--- config.mk ---
export PLATFORM = sky130hd
export DESIGN_NAME = rpn_ctrl
export DESIGN_NICKNAME = d
export VERILOG_FILES = /design/src/hw/rtl/rpn_pkg.sv /design/src/hw/rtl/rpn_ctrl.sv
export SDC_FILE = /design/constraint.sdc
export NUM_CORES = 1
export LEC_CHECK = 0
export CORE_ASPECT_RATIO = 1.2
export CORE_MARGIN = 2
export CORE_UTILIZATION = 55
export DETAILED_ROUTE_END_ITERATION = 8
export DONT_BUFFER_PORTS = 1
export GPL_ROUTABILITY_DRIVEN = 0
export PLACE_DENSITY = 0.69
export SYNTH_ARGS = -nofsm -noshare
export SYNTH_HDL_FRONTEND = slang
export SYNTH_SLANG_ARGS = --single-unit
--- constraint.sdc ---
create_clock -name i_clk -period 5.3 [get_ports i_clk]
set_input_delay 1.06 -clock i_clk [delete_from_list [all_inputs] [get_ports i_clk]]
set_output_delay 1.06 -clock i_clk [all_outputs]
set_load 0.02 [all_outputs]
--- src/hw/rtl/rpn_pkg.sv ---
// Shared types and constants of the RPN stack calculator.
`default_nettype none
package rpn_pkg;

    localparam int DEPTH_DEF = 128;
    localparam int DIV_STEPS = 48;

    typedef enum logic [3:0] {
        CMD_PUSH  = 4'd0,
        CMD_PEEK  = 4'd1,
        CMD_DUP   = 4'd2,
        CMD_SWAP  = 4'd3,
        CMD_CLEAR = 4'd4,
        CMD_ADD   = 4'd5,
        CMD_MUL   = 4'd6,
        CMD_SUB   = 4'd7,
        CMD_NEG   = 4'd8,
        CMD_DIV   = 4'd9,
        CMD_MOD   = 4'd10
    } t_cmd;

    typedef enum logic [1:0] {
        ST_OK    = 2'd0,
        ST_EMPTY = 2'd1,
        ST_FULL  = 2'd2,
        ST_ZDIV  = 2'd3
    } t_status;

    typedef enum logic [1:0] {
        SRC_VALUE,
        SRC_A,
        SRC_B,
        SRC_RES
    } t_push_src;

    typedef enum logic [2:0] {
        ALU_IDLE,
        ALU_EXEC,
        ALU_MSAT,
        ALU_DLOAD,
        ALU_DSTEP,
        ALU_DFIN
    } t_alu_op;

    typedef struct packed {
        logic      load;
        logic      clr_sp;
        logic      peek_chk;
        logic      pop_req;
        logic      pop_cap;
        logic      pop_to_a;
        logic      flag_zdiv;
        logic      push;
        t_push_src push_src;
        t_alu_op   alu;
        t_cmd      cmd;
        logic      top_req;
        logic      top_cap;
        logic      out_load;
    } t_dp_ctl;

    typedef struct packed {
        logic pop_zero;
        logic div_done;
    } t_dp_sts;

endpackage
`default_nettype wire

--- src/hw/rtl/rpn_ctrl.sv ---
// Sequencer: walks each command through pops, ALU work, pushes and top read.
`default_nettype none
module rpn_ctrl (
    input  wire logic            i_clk,
    input  wire logic            i_rst_n,
    input  wire logic            i_in_valid,
    input  wire logic [3:0]      i_in_command,
    output logic                 o_in_ready,
    output logic                 o_out_valid,
    input  wire logic            i_out_ready,
    output rpn_pkg::t_dp_ctl     o_ctl,
    input  wire rpn_pkg::t_dp_sts i_sts
);
    typedef enum logic [3:0] {
        S_IDLE, S_POP_REQ, S_POP_CAP, S_EXEC, S_MSAT, S_DLOAD, S_DSTEP,
        S_DFIN, S_PUSH, S_TOP_REQ, S_TOP_CAP, S_DONE
    } t_state;

    t_state        r_state, n_state;
    rpn_pkg::t_cmd r_cmd, n_cmd;
    logic          r_nth, n_nth;
    logic          r_ovalid, n_ovalid;
    logic          two_pop, div_mod;
    rpn_pkg::t_cmd in_cmd;

    assign in_cmd  = rpn_pkg::t_cmd'(i_in_command);
    assign two_pop = (r_cmd == rpn_pkg::CMD_SWAP) || (r_cmd == rpn_pkg::CMD_ADD) ||
                     (r_cmd == rpn_pkg::CMD_MUL) || (r_cmd == rpn_pkg::CMD_SUB);
    assign div_mod = (r_cmd == rpn_pkg::CMD_DIV) || (r_cmd == rpn_pkg::CMD_MOD);

    always_comb begin
        o_ctl      = '0;
        o_ctl.cmd  = r_cmd;
        o_in_ready = 1'b0;
        n_state    = r_state;
        n_cmd      = r_cmd;
        n_nth      = r_nth;
        // binary ops pop b then a; swap pops into a first
        if (r_cmd == rpn_pkg::CMD_SWAP) begin
            o_ctl.pop_to_a = !r_nth;
        end else if (r_cmd == rpn_pkg::CMD_DUP || r_cmd == rpn_pkg::CMD_NEG) begin
            o_ctl.pop_to_a = 1'b1;
        end else begin
            o_ctl.pop_to_a = r_nth;
        end
        case (r_cmd)
            rpn_pkg::CMD_PUSH: o_ctl.push_src = rpn_pkg::SRC_VALUE;
            rpn_pkg::CMD_DUP:  o_ctl.push_src = rpn_pkg::SRC_A;
            rpn_pkg::CMD_SWAP: o_ctl.push_src = r_nth ? rpn_pkg::SRC_B : rpn_pkg::SRC_A;
            default:           o_ctl.push_src = rpn_pkg::SRC_RES;
        endcase

        case (r_state)
            S_IDLE: begin
                o_in_ready = 1'b1;
                if (i_in_valid) begin
                    o_ctl.load     = 1'b1;
                    o_ctl.clr_sp   = (in_cmd == rpn_pkg::CMD_CLEAR);
                    o_ctl.peek_chk = (in_cmd == rpn_pkg::CMD_PEEK);
                    n_cmd = in_cmd;
                    n_nth = 1'b0;
                    case (in_cmd)
                        rpn_pkg::CMD_PUSH: n_state = S_PUSH;
                        rpn_pkg::CMD_DUP, rpn_pkg::CMD_SWAP, rpn_pkg::CMD_ADD,
                        rpn_pkg::CMD_MUL, rpn_pkg::CMD_SUB, rpn_pkg::CMD_NEG,
                        rpn_pkg::CMD_DIV, rpn_pkg::CMD_MOD: n_state = S_POP_REQ;
                        default: n_state = S_TOP_REQ;
                    endcase
                end
            end
            S_POP_REQ: begin
                o_ctl.pop_req = 1'b1;
                n_state = S_POP_CAP;
            end
            S_POP_CAP: begin
                o_ctl.pop_cap = 1'b1;
                if (!r_nth && two_pop) begin
                    n_nth   = 1'b1;
                    n_state = S_POP_REQ;
                end else if (!r_nth && div_mod) begin
                    if (i_sts.pop_zero) begin
                        o_ctl.flag_zdiv = 1'b1;
                        n_state = S_TOP_REQ;
                    end else begin
                        n_nth   = 1'b1;
                        n_state = S_POP_REQ;
                    end
                end else begin
                    n_nth = 1'b0;
                    case (r_cmd)
                        rpn_pkg::CMD_DUP, rpn_pkg::CMD_SWAP: n_state = S_PUSH;
                        rpn_pkg::CMD_ADD, rpn_pkg::CMD_SUB, rpn_pkg::CMD_NEG,
                        rpn_pkg::CMD_MUL: n_state = S_EXEC;
                        rpn_pkg::CMD_DIV, rpn_pkg::CMD_MOD: n_state = S_DLOAD;
                        default: n_state = S_TOP_REQ;
                    endcase
                end
            end
            S_EXEC: begin
                o_ctl.alu = rpn_pkg::ALU_EXEC;
                n_state = (r_cmd == rpn_pkg::CMD_MUL) ? S_MSAT : S_PUSH;
            end
            S_MSAT: begin
                o_ctl.alu = rpn_pkg::ALU_MSAT;
                n_state = S_PUSH;
            end
            S_DLOAD: begin
                o_ctl.alu = rpn_pkg::ALU_DLOAD;
                n_state = S_DSTEP;
            end
            S_DSTEP: begin
                o_ctl.alu = rpn_pkg::ALU_DSTEP;
                if (i_sts.div_done) begin
                    n_state = S_DFIN;
                end
            end
            S_DFIN: begin
                o_ctl.alu = rpn_pkg::ALU_DFIN;
                n_state = S_PUSH;
            end
            S_PUSH: begin
                o_ctl.push = 1'b1;
                if ((r_cmd == rpn_pkg::CMD_DUP || r_cmd == rpn_pkg::CMD_SWAP) && !r_nth) begin
                    n_nth = 1'b1;
                end else begin
                    n_state = S_TOP_REQ;
                end
            end
            S_TOP_REQ: begin
                o_ctl.top_req = 1'b1;
                n_state = S_TOP_CAP;
            end
            S_TOP_CAP: begin
                o_ctl.top_cap = 1'b1;
                n_state = S_DONE;
            end
            S_DONE: begin
                // hold until the output register is free
                if (!r_ovalid || i_out_ready) begin
                    o_ctl.out_load = 1'b1;
                    n_state = S_IDLE;
                end
            end
            default: n_state = S_IDLE;
        endcase

        if (o_ctl.out_load) begin
            n_ovalid = 1'b1;
        end else if (i_out_ready) begin
            n_ovalid = 1'b0;
        end else begin
            n_ovalid = r_ovalid;
        end
    end

    always_ff @(posedge i_clk) begin
        if (!i_rst_n) begin
            r_state  <= S_IDLE;
            r_cmd    <= rpn_pkg::CMD_PUSH;
            r_nth    <= 1'b0;
            r_ovalid <= 1'b0;
        end else begin
            r_state  <= n_state;
            r_cmd    <= n_cmd;
            r_nth    <= n_nth;
            r_ovalid <= n_ovalid;
        end
    end

    assign o_out_valid = r_ovalid;
endmodule
`default_nettype wire

---- Yosys cells after proc, flatten, opt, wreduce, memory -nomap -nowiden ----
Memory sizes are Yosys's and may differ from the RTL's. A register that Yosys moved wholly into a read port is not among the register bits.
Cells that the tools add are included.
storage, ports and cells
  bits in registers ....................... 10
  memory bits (read-only) ................. 96
  output and inout port bits .............. 22
  memories ................................ 2
memories
  memory           words  width  read ports  clocked after Yosys merged registers in  wr ports  line            RTL
  (no name shown)  16     4      1           1                                        0         rpn_ctrl.sv:90  case (r_cmd)
  (no name shown)  16     2      1           0                                        0         rpn_ctrl.sv:62  case (in_cmd)
operators by class
  equality and inequality tests ........... 27
  mux-type cells .......................... 38
  reduce and logical (&&, ||, !) cells .... 20
operator list
  operator              number
  $pmux W4 S11          1
  $mux W4               10
  $eq A4 B3 Y1 const B  8
  $eq A4 B4 Y1 const B  7
  $mux W1               21
  $eq A4 B2 Y1 const B  4
  $pmux W3 S5           1
  $ne A2 B2 Y1 const B  5
  $eq A4 B1 Y1 const B  2
  $logic_not A4 Y1      2
  $reduce_and A4 Y1     2
  $logic_or A1 B1 Y1    7
  $mux W3               2
  $pmux W2 S3           1
  $ne A4 B4 Y1 const B  1
  $logic_and A1 B1 Y1   3
  $pmux W1 S3           1
  $reduce_bool A3 Y1    1
  $logic_not A1 Y1      2
  $mux W2               1
  $reduce_and A2 Y1     1
  $reduce_bool A2 Y1    1
  $reduce_or A2 Y1      1

---- Depth between registers and ports, before layout ----
  depth in word-level cells ............... 7
  mapped depth ............................ 9
  mapped depth without buffers ............ 8

---- Worst setup path before layout ----
Ideal clock, no wire load.
  path type ............................... in2out
  start ................................... input port i_in_valid
  end ..................................... output port o_ctl[17] in the netlist's numbering
  arrival ................................. 2.148 ns
  required time ........................... 4.240 ns
  setup slack ............................. 2.092 ns
  stages .................................. 3
  buffers on the path ..................... 1
  cell sequence ........................... buf_1 -> nand2_2 -> nor4_1
RTL lines
  what             line            RTL
  start, declared  rpn_ctrl.sv:6   input wire logic i_in_valid,
  end, declared    rpn_ctrl.sv:11  output rpn_pkg::t_dp_ctl o_ctl,

==> metrics.txt <==
Final Critical Period 3.57 ns; dpl hpwl 2080 um; Ports 32; initial antenna violation count 0; max_slew headroom 0.415; Synth Flop Type dfxtp_1; per-cell routed wire length 15.2 um; largest net degree at the start of global routing 20; die area 2530 um2; register area share after synthesis 0.238; Synth area leader dfxtp_1; Hold Fails Final Rpt 0; global-route wire length before repair 4510 um; startpoint types flop; number of global-route vias before repair 978; Area Overhead vs Synth 0.212%; Worst-Margin Slew 0.870 ns; Leak 0.446 nW; Tot Pwr 433 uW; # rows 18; Critical Path RT 4.24 ns; P_sw 203 uW; sw frac 0.469; run status finished clean; post-synth top area share 0.238; Final Net Count 165; CTS buffer count 3; CP max FO 19; Initial Utilization 0.574; clock share of power 0.186; Cell variety after synth 47; Post-CTS Setup Bufs 0; Synth async-reset ratio 0; drt pass-1 iters 4; Pint 230 uW; Post-DRT Antenna Nets 0; n_diodes 0; fin crit share 0.674; clock skew 0.00625 ns; total grt overflow 0; fin util 0.576; drt via density 6.31; sequential power share 0.393; largest cells by area after synthesis dfxtp_1 24%, a21oi_1 6.0%, nand2b_1 4.3%; Worst Setup End Kind primary output; top post-synthesis cells by count 14 x a21oi_1, 14 x dfxtp_1, 13 x inv_1, 13 x nor2_1; Setup CP Type flop to primary output; Clock Tree Buf Depth 2; drt total wl 2750 um; GR Util All Layers 0.249; Die X-Extent 46.2 um; CTS clk-pin slew, worst paths 0.09 ns; max_cap viols 0; EDFF count, synth 0; Root Driver clkbuf_4; post-synth net total 174; PortBufs 0; post-CTS sizing 0; syn avg cell area 7.31 um2; Worst Hold Class flop to flop; Hold Buf Count CTS 0; max incr delay on CP 0.76 ns; RSZ-0062 raised after global routing false; H-tree lvl count 1; clk sink count 14; power per standard cell area 367 nW/um2; Mapped Cells 161; initial drt markers 25; Yosys warning total 0; critical-path cell list nor4_4, nand2_2, nor4_1; core footprint 2050 um2; maximum VDD drop 0.000280 V; fmax 0.280 GHz; Die Y 54.7 um; setup TNS 0 ns; Critical Path AT 2.51 ns; fraction of layout cells with a size suffix above 1 0.0795; Vias 1142; Logic pwr share 0.420; CP max stage cell nor4_1; CTS tree yes; cell area after synthesis 1180 um2; number of synthesized register bits 14; Worst-Skew Late Latency 0.29 ns; Final Setup Violations 0; drt drc 0; Max Slew Vio Count 0
placed cells by master (no fill, tap or decap), types with 2 or more instances in the layout:
master	Yosys	layout
a21oi_1	14	14
dfxtp_1	14	14
inv_1	13	13
nor2_1	13	13
nand2b_1	8	8
nand3_1	8	8
nand2_1	7	7
o21ai_0	7	7
a211oi_1	5	5
and3_1	4	4
nor2b_1	3	3
and2_1	3	3
nor3_1	3	3
nor4_1	3	3
nor3b_1	3	3
ha_1	3	3
clkbuf_4	0	3
nand4b_1	2	2
or4b_1	2	2
o211ai_1	2	2
o22ai_1	2	2
nand3b_1	2	2
o32ai_1	2	2
a21o_1	2	2
o21a_1	2	2
or2_2	2	2
a31oi_1	2	2
cells by family after synthesis:
| family | count (synthesis) | share of synthesized area |
|---|---|---|
| simple gates | 70 | 0.361 |
| compound gates | 45 | 0.252 |
| buf+inv | 27 | 0.102 |
| flops | 14 | 0.238 |
| fa+ha+maj | 3 | 0.0319 |
| xor+xnor | 2 | 0.0149 |
worst max-delay path, delay by kind of cell (launching register included):
kind	cells	cell delay [ns]
flip-flops	1	0.53
AND/OR/NAND/NOR	3	1.68
stage by stage:
| stage | setup slack (ns) | hold WS (ns) | area (um2) | instances |
|---|---|---|---|---|
| final | 1.73 | 0.536 | 1180 | 181 |
| after global routing | 1.55 | 0.589 | 1180 | 181 |
| after CTS | 1.73 | 0.542 | 1180 | 181 |
| after detailed placement | 2.07 | 0.516 | 1140 | 177 |
| after global placement | 2.14 | 0.513 | 1140 | 177 |
| after floorplan | 2.09 | 0.461 | 1180 | 161 |
power by group through the flow:
| stage | sequential, mW | clock, mW | combinational [mW] |
|---|---|---|---|
| 2_1_floorplan | 0.135 | 0 | 0.194 |
| 3_3_place_gp | 0.170 | 0 | 0.179 |
| 3_5_place_dp | 0.172 | 0 | 0.181 |
| 4_1_cts | 0.169 | 0.0836 | 0.182 |
| 5_1_grt | 0.175 | 0.0888 | 0.206 |
| 6_report | 0.170 | 0.0807 | 0.182 |
path summary, 6_finish.rpt:
check	slack (ns)	start	depth (start not counted)	to
max	1.73	r_state[1]	3	o_ctl[18]
min	0.54	flop	2	r_state[2]
max reg2reg	2.95	r_state[1]	6	flop
min reg2reg	0.54	flop	2	r_state[2]
area by class of cell:
type / instances / area (um2)
clock buffer: 4 / 36.3
multi-input combinational: 120 / 777
tap: 30 / 37.5
fill: 211 / 870
sequential: 14 / 280
inverter: 13 / 48.8
layer usage:
layer / global-route usage / wire length, um / share of wire / vias to the layer above
li1: - / - / - / 564
met1: 0.306 / 1090 / 0.40 / 518
met2: 0.398 / 1390 / 0.50 / 53
met3: 0.0759 / 225 / 0.082 / 7
met4: 0.105 / 51 / 0.019 / 0
met5: 0 / 0 / 0 / -
No activity file was read; power rests on OpenSTA's default activity.
